File: src/design/tcw_pkg.sv
// Shared types and constants for the text console character writer.
package tcw_pkg;

  localparam int unsigned POS_W = 11;

  localparam logic [7:0] CHAR_TAB      = 8'h09;
  localparam logic [7:0] CHAR_NEWLINE  = 8'h0a;
  localparam logic [7:0] CHAR_PRINT_LO = 8'h20;
  localparam logic [7:0] CHAR_PRINT_HI = 8'h7e;

  typedef struct packed {
    logic [7:0] char_code;
    logic [7:0] attribute;
    logic       end_of_buffer;
  } in_item_t;

  typedef struct packed {
    logic [POS_W-1:0] cursor_position;
    logic             cell_written;
    logic [POS_W-1:0] cell_address;
    logic [15:0]      cell_value;
    logic             scrolled;
    logic             last_of_write;
  } out_item_t;

  typedef enum logic [1:0] {
    ST_CLEAR,
    ST_IDLE,
    ST_SCROLL
  } tcw_state_e;

endpackage

File: src/design/tcw_ifs.sv
// Valid/ready channel interfaces for the character input and the result output.
interface tcw_in_if import tcw_pkg::*; ();
  logic     valid;
  logic     ready;
  in_item_t data;

  modport source (output valid, output data, input ready);
  modport sink   (input valid, input data, output ready);
endinterface

interface tcw_out_if import tcw_pkg::*; ();
  logic      valid;
  logic      ready;
  out_item_t data;

  modport source (output valid, output data, input ready);
  modport sink   (input valid, input data, output ready);
endinterface

File: src/design/text_console_char_writer.sv
// Text console character writer: screen memory, cursor and scroll sequencer.
//
// The block holds a COLUMNS x ROWS screen of 16-bit cells in one synchronous
// memory with a single write port and a cursor kept as line start plus column.
// A character is taken on an input handshake and its result is registered in the
// output register, or in the holding slot behind it while that register is full; the
// two-entry output queue lets the next character enter while a result still waits.
// When a character pushes the cursor past the last row, the scroll sequencer copies
// every row up by one and clears the last row, one cell per cycle through the
// memory's read and write ports, and the input stalls until it is done. After reset
// the memory is cleared one cell per cycle before the first character is taken.
// All other characters are taken back to back while the output queue has room.
module text_console_char_writer
  import tcw_pkg::*;
#(
  parameter int unsigned COLUMNS  = 80,
  parameter int unsigned ROWS     = 25,
  parameter int unsigned TAB_STEP = 4
) (
  input  logic            clk_i,
  input  logic            rst_ni,
  tcw_in_if.sink          in_i,
  tcw_out_if.source       out_o
);

  localparam int unsigned CELLS = COLUMNS * ROWS;
  localparam int unsigned AW    = $clog2(CELLS);
  localparam int unsigned CW    = $clog2(COLUMNS);
  localparam int unsigned CSW   = CW + 2;

  localparam logic [AW:0]    CELLS_X    = (AW+1)'(CELLS);
  localparam logic [AW:0]    COLS_X     = (AW+1)'(COLUMNS);
  localparam logic [AW:0]    COLS2_X    = (AW+1)'(2 * COLUMNS);
  localparam logic [AW:0]    SCROLL_END = (AW+1)'(CELLS + COLUMNS);
  localparam logic [AW-1:0]  LAST_CELL  = AW'(CELLS - 1);
  localparam logic [AW-1:0]  LAST_LINE  = AW'(CELLS - COLUMNS);
  localparam logic [CSW-1:0] COLS_C     = CSW'(COLUMNS);
  localparam logic [CSW-1:0] COLS2_C    = CSW'(2 * COLUMNS);
  localparam logic [CSW-1:0] TAB_C      = CSW'(TAB_STEP);
  localparam logic [CW-1:0]  LAST_COL   = CW'(COLUMNS - 1);

  tcw_state_e state_q, state_d;

  logic [15:0]   cells [CELLS];
  logic [15:0]   rdata_q;
  logic          mem_we;
  logic [AW-1:0] mem_waddr;
  logic [15:0]   mem_wdata;
  logic [AW-1:0] mem_raddr;

  logic [AW-1:0] clr_q;
  logic [AW:0]   src_q;
  logic          pipe_vld_q;
  logic [AW-1:0] pipe_dst_q;
  logic          pipe_zero_q;

  logic [AW-1:0] cur_q, line_q;
  logic [CW-1:0] col_q;

  logic      out_vld_q, hold_vld_q;
  out_item_t out_q, hold_q;

  logic accept, out_take;

  // Next cursor for the offered character.
  logic           is_print, is_nl, is_tab;
  logic [CSW-1:0] col_sum, col_wrap;
  logic [AW:0]    line_adv, line_scr;
  logic           scroll_n, sat_n;
  logic [AW-1:0]  line_n, cur_n;
  logic [CW-1:0]  col_n;
  logic [15:0]    value_n;
  out_item_t      res;

  assign is_print = (in_i.data.char_code >= CHAR_PRINT_LO) &&
                    (in_i.data.char_code <= CHAR_PRINT_HI);
  assign is_nl    = (in_i.data.char_code == CHAR_NEWLINE);
  assign is_tab   = (in_i.data.char_code == CHAR_TAB);
  assign value_n  = {in_i.data.attribute, in_i.data.char_code};

  always_comb begin
    col_sum = CSW'(col_q);
    if (is_print) begin
      col_sum = CSW'(col_q) + CSW'(1);
    end else if (is_nl) begin
      // A newline is a jump to column COLUMNS, which wraps to the next line.
      col_sum = COLS_C;
    end else if (is_tab) begin
      col_sum = CSW'(col_q) + TAB_C;
    end

    if (col_sum >= COLS2_C) begin
      col_wrap = col_sum - COLS2_C;
      line_adv = (AW+1)'(line_q) + COLS2_X;
    end else if (col_sum >= COLS_C) begin
      col_wrap = col_sum - COLS_C;
      line_adv = (AW+1)'(line_q) + COLS_X;
    end else begin
      col_wrap = col_sum;
      line_adv = (AW+1)'(line_q);
    end

    scroll_n = (line_adv >= CELLS_X);
    line_scr = scroll_n ? (line_adv - COLS_X) : line_adv;
    // Only a tab wider than a row can leave the cursor off screen after a scroll.
    sat_n    = (line_scr >= CELLS_X);
    line_n   = sat_n ? LAST_LINE : line_scr[AW-1:0];
    col_n    = sat_n ? LAST_COL : col_wrap[CW-1:0];
    cur_n    = line_n + AW'(col_n);
  end

  always_comb begin
    res                 = '0;
    res.cursor_position = POS_W'((AW+POS_W)'(cur_n));
    res.cell_written    = is_print;
    res.cell_address    = is_print ? POS_W'((AW+POS_W)'(cur_q)) : '0;
    res.cell_value      = is_print ? value_n : '0;
    res.scrolled        = scroll_n;
    res.last_of_write   = in_i.data.end_of_buffer;
  end

  assign accept   = in_i.valid && in_i.ready;
  assign out_take = out_vld_q && out_o.ready;

  // Next state.
  always_comb begin
    state_d = state_q;
    unique case (state_q)
      ST_CLEAR: begin
        if (clr_q == LAST_CELL) state_d = ST_IDLE;
      end
      ST_IDLE: begin
        if (accept && scroll_n) state_d = ST_SCROLL;
      end
      ST_SCROLL: begin
        if (src_q == SCROLL_END) state_d = ST_IDLE;
      end
      default: state_d = ST_IDLE;
    endcase
  end

  // Handshake and memory port control.
  always_comb begin
    in_i.ready = 1'b0;
    mem_we     = 1'b0;
    mem_waddr  = cur_q;
    mem_wdata  = value_n;
    mem_raddr  = '0;
    unique case (state_q)
      ST_CLEAR: begin
        mem_we    = 1'b1;
        mem_waddr = clr_q;
        mem_wdata = '0;
      end
      ST_IDLE: begin
        in_i.ready = !hold_vld_q;
        mem_we     = accept && is_print;
      end
      ST_SCROLL: begin
        mem_we    = pipe_vld_q;
        mem_waddr = pipe_dst_q;
        mem_wdata = pipe_zero_q ? '0 : rdata_q;
        mem_raddr = (src_q < CELLS_X) ? src_q[AW-1:0] : '0;
      end
      default: ;
    endcase
  end

  always_ff @(posedge clk_i) begin
    if (mem_we) cells[mem_waddr] <= mem_wdata;
  end

  always_ff @(posedge clk_i) begin
    rdata_q <= cells[mem_raddr];
  end

  always_ff @(posedge clk_i or negedge rst_ni) begin
    if (!rst_ni) begin
      state_q    <= ST_CLEAR;
      clr_q      <= '0;
      src_q      <= '0;
      pipe_vld_q <= 1'b0;
      cur_q      <= '0;
      line_q     <= '0;
      col_q      <= '0;
    end else begin
      state_q <= state_d;
      if (state_q == ST_CLEAR) clr_q <= clr_q + AW'(1);
      // Each copy reads the cell one row below into the read register and writes it from there.
      if (state_q == ST_SCROLL && src_q != SCROLL_END) begin
        src_q      <= src_q + (AW+1)'(1);
        pipe_vld_q <= 1'b1;
      end else begin
        src_q      <= COLS_X;
        pipe_vld_q <= 1'b0;
      end
      if (accept) begin
        cur_q  <= cur_n;
        line_q <= line_n;
        col_q  <= col_n;
      end
    end
  end

  always_ff @(posedge clk_i) begin
    pipe_dst_q  <= AW'(src_q - COLS_X);
    pipe_zero_q <= (src_q >= CELLS_X);
  end

  // Output register with one holding slot behind it.
  always_ff @(posedge clk_i or negedge rst_ni) begin
    if (!rst_ni) begin
      out_vld_q  <= 1'b0;
      hold_vld_q <= 1'b0;
    end else begin
      if (out_take) begin
        out_vld_q  <= hold_vld_q || accept;
        hold_vld_q <= hold_vld_q && accept;
      end else if (!out_vld_q) begin
        out_vld_q <= accept;
      end else if (accept) begin
        hold_vld_q <= 1'b1;
      end
    end
  end

  always_ff @(posedge clk_i) begin
    if (out_take) begin
      out_q <= hold_vld_q ? hold_q : res;
      if (accept) hold_q <= res;
    end else if (!out_vld_q) begin
      if (accept) out_q <= res;
    end else if (accept) begin
      hold_q <= res;
    end
  end

  assign out_o.valid = out_vld_q;
  assign out_o.data  = out_q;

  a_hold_behind_out: assert property (@(posedge clk_i) disable iff (!rst_ni)
    hold_vld_q |-> out_vld_q)
    else $error("holding slot filled while output register is empty");

  a_cursor_split: assert property (@(posedge clk_i) disable iff (!rst_ni)
    (cur_q == line_q + AW'(col_q)) && ((AW+1)'(cur_q) < CELLS_X))
    else $error("cursor does not match line start plus column");

  a_no_accept_busy: assert property (@(posedge clk_i) disable iff (!rst_ni)
    (state_q != ST_IDLE) |-> !in_i.ready)
    else $error("input ready while clearing or scrolling");

  a_scroll_starts: assert property (@(posedge clk_i) disable iff (!rst_ni)
    (accept && scroll_n) |=> (state_q == ST_SCROLL))
    else $error("scrolled character did not start the scroll sequencer");

  a_single_writer: assert property (@(posedge clk_i) disable iff (!rst_ni)
    (state_q == ST_SCROLL && pipe_vld_q) |-> $past(state_q == ST_SCROLL))
    else $error("scroll copy write outside the scroll sequence");

endmodule

File: src/flat_wrapper.sv
// flat-port wrapper written by rule: the top's interface ports become plain ports
module text_console_char_writer_flat import tcw_pkg::*;
#(
  parameter int unsigned COLUMNS  = 80,
  parameter int unsigned ROWS     = 25,
  parameter int unsigned TAB_STEP = 4
)
  (clk_i, rst_ni, in_i_valid, in_i_data, in_i_ready, out_o_valid, out_o_data, out_o_ready);
  tcw_in_if in_i_i ();
  tcw_out_if out_o_i ();
  input  logic clk_i;
  input  logic rst_ni;
  input wire logic [$bits(in_i_i.valid)-1:0] in_i_valid;
  input wire logic [$bits(in_i_i.data)-1:0] in_i_data;
  output wire logic [$bits(in_i_i.ready)-1:0] in_i_ready;
  output wire logic [$bits(out_o_i.valid)-1:0] out_o_valid;
  output wire logic [$bits(out_o_i.data)-1:0] out_o_data;
  input wire logic [$bits(out_o_i.ready)-1:0] out_o_ready;
  assign in_i_i.valid = in_i_valid;
  assign in_i_i.data = in_i_data;
  assign in_i_ready = in_i_i.ready;
  assign out_o_valid = out_o_i.valid;
  assign out_o_data = out_o_i.data;
  assign out_o_i.ready = out_o_ready;
  text_console_char_writer #(.COLUMNS(COLUMNS), .ROWS(ROWS), .TAB_STEP(TAB_STEP)) u_core (.clk_i(clk_i), .rst_ni(rst_ni), .in_i(in_i_i), .out_o(out_o_i));
endmodule
File: config.mk
export PLATFORM = sky130hd
export DESIGN_NAME = text_console_char_writer_flat
export DESIGN_NICKNAME = d
export VERILOG_FILES = /design/src/design/tcw_pkg.sv /design/src/design/tcw_ifs.sv /design/src/design/text_console_char_writer.sv /design/src/flat_wrapper.sv
export SDC_FILE = /design/constraint.sdc
export NUM_CORES = 1
export LEC_CHECK = 0
export BUFFER_PORTS_ARGS = -buffer_cell sky130_fd_sc_hd__buf_2
export CORE_ASPECT_RATIO = 1.75
export CORE_MARGIN = 2
export CORE_UTILIZATION = 40
export CTS_CLUSTER_DIAMETER = 100
export DETAILED_ROUTE_END_ITERATION = 6
export SYNTH_ARGS = -nofsm -noshare
export SYNTH_HDL_FRONTEND = slang
export SYNTH_SLANG_ARGS = --single-unit
File: constraint.sdc
create_clock -name clk_i -period 14.06 [get_ports clk_i]
set_clock_uncertainty 0.1 [all_clocks]
set_input_delay 0.703 -clock clk_i [delete_from_list [all_inputs] [get_ports clk_i]]
set_output_delay 0.703 -clock clk_i [all_outputs]
set_load 0.03 [all_outputs]
==> results.sh, run 1 <==
export IMPL_yosys_area_top_type_share_pct=34.7
export IMPL_path_class="in2reg"
export IMPL_cts_made_buffers=17
export IMPL_path_max_fanout=31
export IMPL_num_fill_cells=1653
export IMPL_period_minus_slack_ps=7160
export IMPL_grt_max_degree=57
export IMPL_p_switching_uw=764
export IMPL_wl_um=15000
export IMPL_port_buffers=63
export IMPL_synth_nets=667
export IMPL_routedWlPerCell_um=16.1
export IMPL_postRouteAntennaNets=0
export IMPL_die_w_um=105
export IMPL_cts_max_level=4
export IMPL_cts_sink_count=138
export IMPL_leakage_nw=3.39
export IMPL_wl_met2_um=7910
export IMPL_hold_worst_slack_ps=342
export IMPL_ys_seq_elements=138
export IMPL_seqPwrFrac_pct=36.0
export IMPL_ys_types=77
export IMPL_clk_path_buf_depth=2
export IMPL_ys_warn_count=0
export IMPL_period_share_pct=50.9
export IMPL_postCtsSetupBuffers=0
export IMPL_yosys_top_cells_count="edfxtp_1, nand2_1, dfrtp_1"
export IMPL_worst_slew_pin_slew_ps=1020
export IMPL_irDropWorstVdd_uv=83.8
export IMPL_clk_pin_slew_ps=60
export IMPL_power_density_nw_per_um2=233
export IMPL_synth_cells=624
export IMPL_dieArea_um2=18900
export IMPL_intPower_mw=1.15
export IMPL_wl_met1_um=6240
export IMPL_track_usage_pct=16.5
export IMPL_clk_latency_ps=410
export IMPL_arrival_ps=7190
export IMPL_grt_pass1_wl_um=24800
export IMPL_std_cell_rows=64
export IMPL_worstPathRequired_ps=14090
export IMPL_first_iter_violations=181
export IMPL_hold_viol_final=0
export IMPL_nNetsFinal=730
export IMPL_post_dp_hpwl_um=10600
export IMPL_synth_edf_count=82
export IMPL_cts_tree="done"
export IMPL_netSwitchingFraction_pct=39.9
export IMPL_synth_ff_type="edfxtp_1"
export IMPL_cp_end_kind="flip-flop"
export IMPL_syn_to_final_growth_pct=15.7
export IMPL_min_path_type="in2async"
export IMPL_synthArstFlopShare_pct=40.6
export IMPL_core_um2=17500
export IMPL_highest_layer="met4"
export IMPL_finalSetupViolations=0
export IMPL_die_h_um=180
export IMPL_ioPinCount=64
export IMPL_antenna_found_initial=0
export IMPL_tns_ps=0
export IMPL_wl_met3_um=430
export IMPL_syn_cell_area_um2=7110
export IMPL_fmax_ghz=0.140
export IMPL_drv_slew=0
export IMPL_drc=0
export IMPL_n_antenna_cell=0
export IMPL_start_util_pct=40.7
export IMPL_root_buffer="clkbuf_16"
export IMPL_drive_gt1_share_pct=23.1
export IMPL_synth_area_leader_cell="edfxtp_1"
export IMPL_overflow=0
export IMPL_gp_congestion=0.792
export IMPL_first_global_vias=4954
export IMPL_vias=4867
export IMPL_worst_setup_path_start_kind="input pin"
export IMPL_rsz0062_at_grt="no"
export IMPL_ys_seq_area_share_pct=54.4
export IMPL_vias_per_cell=5.23
export IMPL_outcome="finished clean"
export IMPL_synth_area_top_cells="edfxtp_1, dfrtp_1, mux2_2, ha_1, and2_1"
export IMPL_post_synth_cell_area_avg_um2=11.4
export IMPL_comb_power_share_pct=41.9
export IMPL_drt_first_pass_iters=4
export IMPL_cts_resized=0
export IMPL_cap_violations=0
export IMPL_cts_hold_buffers=0
export IMPL_p_clk_share_pct=22.1
export IMPL_max_slew_margin_pct=31.8
export IMPL_yosysMostFrequentCell="edfxtp_1"
==> worst paths after layout <==
check / start / to / slack (ps) / cells after the start
worst max register to register: u_core.col_q[2] / u_core.out_o.data[39] / 7860 / 25
worst min-delay path: rst_ni / u_core.src_q[10] / 340 / 2
min in group clk_i: u_core.clr_q[10] / u_core.clr_q[10] / 360 / 1
worst min register to register: u_core.clr_q[10] / u_core.clr_q[10] / 360 / 1
max in group asynchronous: rst_ni / u_core.cur_q[1] / 13020 / 2
worst max-delay path: in_i_data[14] / u_core.out_o.data[39] / 6900 / 28
==> metrics by stage <==
stage          power (mW)  std cells  worst slack (ps)  util, %  cell area [um2]
6_report             1.91        931              6900     47.1             8220
5_1_grt              2.04        931              6170     47.1             8220
4_1_cts              1.94        931              6880     47.1             8220
3_5_place_dp         1.50        899              6460     43.9             7660
3_3_place_gp         1.49        899              6640     43.9             7660
2_1_floorplan        1.29        624              8030        -             7110
==> layer usage <==
metal  global-route usage [%]  up-vias
met4                     7.57        0
met2                     28.9       87
met5                        0        -
met3                     3.44       27
li1                         -     2364
met1                     19.2     2389
==> state kept, by name (all words and copies together) (netlist names) <==
| name | count |
|---|---|
| u_core.clr_q | 11 |
| u_core.out_o.valid | 1 |
| u_core.src_q | 12 |
| u_core.cur_q | 11 |
| u_core.line_q | 11 |
| u_core.col_q | 7 |
| u_core.hold_vld_q | 1 |
| u_core.state_q | 2 |
| u_core.hold_q | 41 |
| u_core.out_o.data | 41 |
==> cells in the final DEF, fill, tap and decap left out, types with 3 or more instances in the layout <==
cell type / n
nand3_1: 16
and3_1: 7
inv_1: 32
mux2i_1: 3
a31oi_1: 9
dfrtp_1: 56
nor3_1: 6
and2_1: 40
buf_4: 3
buf_2: 63
nor3_2: 3
o21ai_1: 8
xnor2_1: 22
o21ai_0: 28
mux2_2: 32
clkinv_4: 3
edfxtp_1: 82
o211ai_1: 3
a21o_1: 4
a211oi_1: 4
nor2_1: 39
o21a_1: 3
xor2_1: 17
a21oi_1: 20
clkbuf_16: 17
o21bai_1: 6
clkinvlp_4: 3
nor4b_1: 3
ha_1: 21
nand4_1: 11
a22oi_1: 3
nand2_1: 60
inv_6: 3
and4_1: 4
nand2b_1: 5
==> final cells by class <==
class	count	area, um2	share of cell area [%]
Sequential cell	138	3860	47.0
Inverter	33	126	1.54
Tap cell	231	289	3.51
Clock buffer	19	443	5.39
Clock inverter	13	119	1.45
Timing Repair Buffer	66	338	4.11
Multi-Input combinational cell	431	3040	37.0
==> critical path, stage by stage <==
cell and delay, ps:
buf_2 140, nand4_1 160, o21ai_2 490, inv_1 550
a21boi_0 290, o21ai_0 100, a31oi_1 340, ha_1 250
and3_1 170, a31oi_2 60, o31ai_4 370, and2_0 350
mux2i_1 320, nand2_1 110, o21ai_1 90, a41o_2 430
o21ai_1 180, a21o_1 190, ha_1 290, a21o_1 190
a21oi_1 220, o21bai_1 90, a21oi_1 220, o21bai_1 90
a21oi_1 250, nor3_1 110, xnor2_1 280, o21ai_0 140
==> power by group through the flow <==
stage / registers, mW / clock network (mW) / logic (mW)
after global placement: 0.693 / 0 / 0.794
final: 0.688 / 0.423 / 0.801
after CTS: 0.689 / 0.434 / 0.813
after floorplan: 0.776 / 0 / 0.509
after detailed placement: 0.696 / 0 / 0.807
after global routing: 0.703 / 0.452 / 0.887
==> logic make-up (layout without fill, tap and decap cells) <==
| group | after synthesis | after routing | share of synthesized area (%) |
|---|---|---|---|
| and+or+nand+nor | 210 | 210 | 15.9 |
| DFF | 138 | 138 | 54.4 |
| AOI/OAI and AO/OA | 122 | 122 | 11.9 |
| buffers and inverters | 55 | 131 | 3.03 |
| xor gates and xnor gates | 40 | 40 | 5.04 |
| muxes | 36 | 36 | 5.71 |
| adders and majority gates | 22 | 22 | 3.98 |
| other | 1 | 1 | 0.0528 |
Power figures use the tool's default switching activity.
==> inputs of run 2 (changes only) <==
--- a/config.mk
+++ b/config.mk
@@ -5,6 +5,7 @@
 export SDC_FILE = /design/constraint.sdc
 export NUM_CORES = 1
 export LEC_CHECK = 0
+export ABC_AREA = 1
 export BUFFER_PORTS_ARGS = -buffer_cell sky130_fd_sc_hd__buf_2
 export CORE_ASPECT_RATIO = 1.75
 export CORE_MARGIN = 2
==> constraint.sdc (replaced) <==
create_clock -name clk_i -period 6.68 [get_ports clk_i]
set_clock_uncertainty 0.1 [all_clocks]
set_input_delay 0.334 -clock clk_i [delete_from_list [all_inputs] [get_ports clk_i]]
set_output_delay 0.334 -clock clk_i [all_outputs]
set_load 0.03 [all_outputs]
==> run 2 against run 1 <==
Against the previous run: sequential share of layout area decreased by 1.7 points; wire length grew 5.4%; hold slack got worse by 260 ps; combinational power decreased by 83%; critical path depth rose by 6; clock-buffer cell count shrank 1; design area increased by 3.7%.
==> results.sh, run 2 <==
export IMPL_synthArstFlopShare_pct=40.6
export IMPL_p_clk_share_pct=48.7
export IMPL_ys_seq_area_share_pct=52.9
export IMPL_netSwitchingFraction_pct=22.6
export IMPL_cap_violations=0
export IMPL_num_fill_cells=1742
export IMPL_synth_edf_count=82
export IMPL_ys_warn_count=0
export IMPL_synth_nets=870
export IMPL_port_buffers=63
export IMPL_worst_slew_pin_slew_ps=744
export IMPL_irDropWorstVdd_uv=130
export IMPL_tns_ps=0
export IMPL_max_slew_margin_pct=50.4
export IMPL_multi_input_area_um2=2960
export IMPL_postLayoutCellArea_um2=8530
export IMPL_wl_um=15800
export IMPL_synth_area_leader_cell="edfxtp_1"
export IMPL_power_mw=2.04
export IMPL_synth_ff_type="edfxtp_1"
export IMPL_postRouteAntennaNets=0
export IMPL_reg2regPathDepth=34
export IMPL_fmax_ghz=0.172
export IMPL_worst_path_stages=34
export IMPL_post_dp_hpwl_um=11400
export IMPL_min_path_type="in2reg"
export IMPL_period_minus_slack_ps=5820
export IMPL_syn_cell_area_um2=7300
export IMPL_yosys_top_cells_count="nand2_1, inv_1, edfxtp_1"
export IMPL_hold_viol_final=0
export IMPL_final_common_cell="nand2_1"
export IMPL_worstPathRequired_ps=6750
export IMPL_vias_per_cell=4.79
export IMPL_power_density_nw_per_um2=240
export IMPL_root_buffer="clkbuf_16"
export IMPL_first_iter_violations=233
export IMPL_arrival_ps=5900
export IMPL_start_util_pct=40.6
export IMPL_hold_depth=4
export IMPL_cts_resized=0
export IMPL_routedWlPerCell_um=13.8
export IMPL_final_cell_mix="nand2_1, inv_1, edfxtp_1, nor2_1, buf_2"
export IMPL_grt_max_degree=57
export IMPL_dieArea_um2=19400
export IMPL_std_cell_rows=65
export IMPL_vias=5497
export IMPL_die_w_um=106
export IMPL_drt_first_pass_iters=4
export IMPL_nNetsFinal=943
export IMPL_ioPinCount=64
export IMPL_instances_no_fill=1147
export IMPL_core_um2=18000
export IMPL_ys_seq_elements=138
export IMPL_path_delay_family="simple AND/OR/NAND/NOR gates"
export IMPL_yosys_area_top_type_share_pct=33.7
export IMPL_pre_cts_ws_ps=520
export IMPL_critPathMaxStageDelay_ps=450
export IMPL_biggestRegsByFlops="u_core.hold_q x41, u_core.out_o.data x41, u_core.src_q x12"
export IMPL_yosysMostFrequentCell="nand2_1"
export IMPL_drc=0
export IMPL_rsz0062_at_grt="no"
export IMPL_grt_pass1_wl_um=26800
export IMPL_worst_setup_path_start_kind="flip-flop"
export IMPL_intPower_mw=1.58
export IMPL_placed_area_um2=7880
export IMPL_gp_congestion=0.907
export IMPL_synth_area_top_cells="edfxtp_1, dfrtp_1, nand2_1, inv_1, nor2_1"
export IMPL_overflow=0
export IMPL_drive_gt1_share_pct=18.8
export IMPL_ys_types=45
export IMPL_regArea_um2=3860
export IMPL_critical_path_buf_inv_count=1
export IMPL_clk_pin_slew_ps=60
export IMPL_postCtsSetupBuffers=0
export IMPL_die_h_um=183
export IMPL_drv_slew=0
export IMPL_cp_end_kind="flip-flop"
export IMPL_post_synth_cell_area_avg_um2=8.83
export IMPL_clk_latency_ps=420
export IMPL_first_global_vias=5671
export IMPL_dp_cells=1113
export IMPL_comb_power_share_pct=6.8
export IMPL_cts_hold_buffers=2
export IMPL_path_max_fanout=13
export IMPL_outcome="finished clean"
export IMPL_track_usage_pct=17.7
export IMPL_seqPwrFrac_pct=44.5
export IMPL_synth_cells=827
export IMPL_cts_sink_count=138
export IMPL_cts_made_buffers=17
export IMPL_setup_ws_ps=855
export IMPL_n_antenna_cell=0
export IMPL_antenna_found_initial=0
export IMPL_cts_tree="done"
export IMPL_crit_top_cell="nand2_1"
export IMPL_cts_max_level=4
export IMPL_finalSetupViolations=0
export IMPL_period_share_pct=87.2
export IMPL_cp_slowest_cell="fa_1"
export IMPL_p_switching_uw=462
export IMPL_path_class="reg2reg"
export IMPL_syn_to_final_growth_pct=16.8
export IMPL_leakage_nw=3.88
export IMPL_clk_path_buf_depth=2
run 2: cells by family after synthesis:
group | synth area share (%)
AND/OR/NAND/NOR | 26.8
flip-flops | 52.9
buffers and inverters | 6.89
AO/OA/AOI/OAI | 5.65
XOR/XNOR | 3.72
adder cells (fa/ha/maj) | 3.87
other | 0.0513
multiplexers | 0.154
run 2: worst paths after layout:
check / startpoint / endpoint / slack [ps]
max in group asynchronous: rst_ni / u_core.line_q[10] / 5490
min: out_o_ready / u_core.out_o.valid / 80
min reg2reg: u_core.clr_q[10] / u_core.clr_q[10] / 360
max reg2reg: u_core.col_q[2] / u_core.hold_q[40] / 860
min in group asynchronous: rst_ni / u_core.src_q[9] / 480
max: u_core.col_q[2] / u_core.hold_q[40] / 860
run 2: per-layer routing:
metal	GRT usage (%)	up-vias	wire length [um]
met1	17.7	2573	6050
met5	0	-	0
li1	-	2789	-
met3	3.16	42	439
met4	10.5	0	643
met2	33.3	93	8710
run 2: through the flow:
| step | hold slack [ps] | util (%) |
|---|---|---|
| 6_report | 79.1 | 47.4 |
| 5_1_grt | 103 | 47.4 |
| 4_1_cts | 66.5 | 47.4 |
| 3_5_place_dp | 357 | 43.9 |
| 3_3_place_gp | 356 | 43.9 |
| 2_1_floorplan | -61.6 | - |
run 2: layout make-up:
type	instances	area share [%]
repair buffers	72	4.55
clock buffers	18	5.03
clock inverters	14	2.27
multi-input cells	564	34.7
flip-flops and latches	138	45.3
well taps	234	3.43
inverters	107	4.74
run 2: tightest hold or removal path, delay by kind of cell:
family | cells | cell delay [ps]
and+or+nand+nor | 3 | 150
buffers and inverters | 1 | 80
run 2: power groups by stage:
stage / sequential [mW] / clock [mW] / combinational [mW]
floorplan: 0.927 / 0 / 0.0971
global placement: 0.927 / 0 / 0.138
detailed placement: 0.927 / 0 / 0.139
CTS: 0.910 / 1.02 / 0.141
global route: 0.909 / 1.05 / 0.159
finish: 0.910 / 0.994 / 0.139
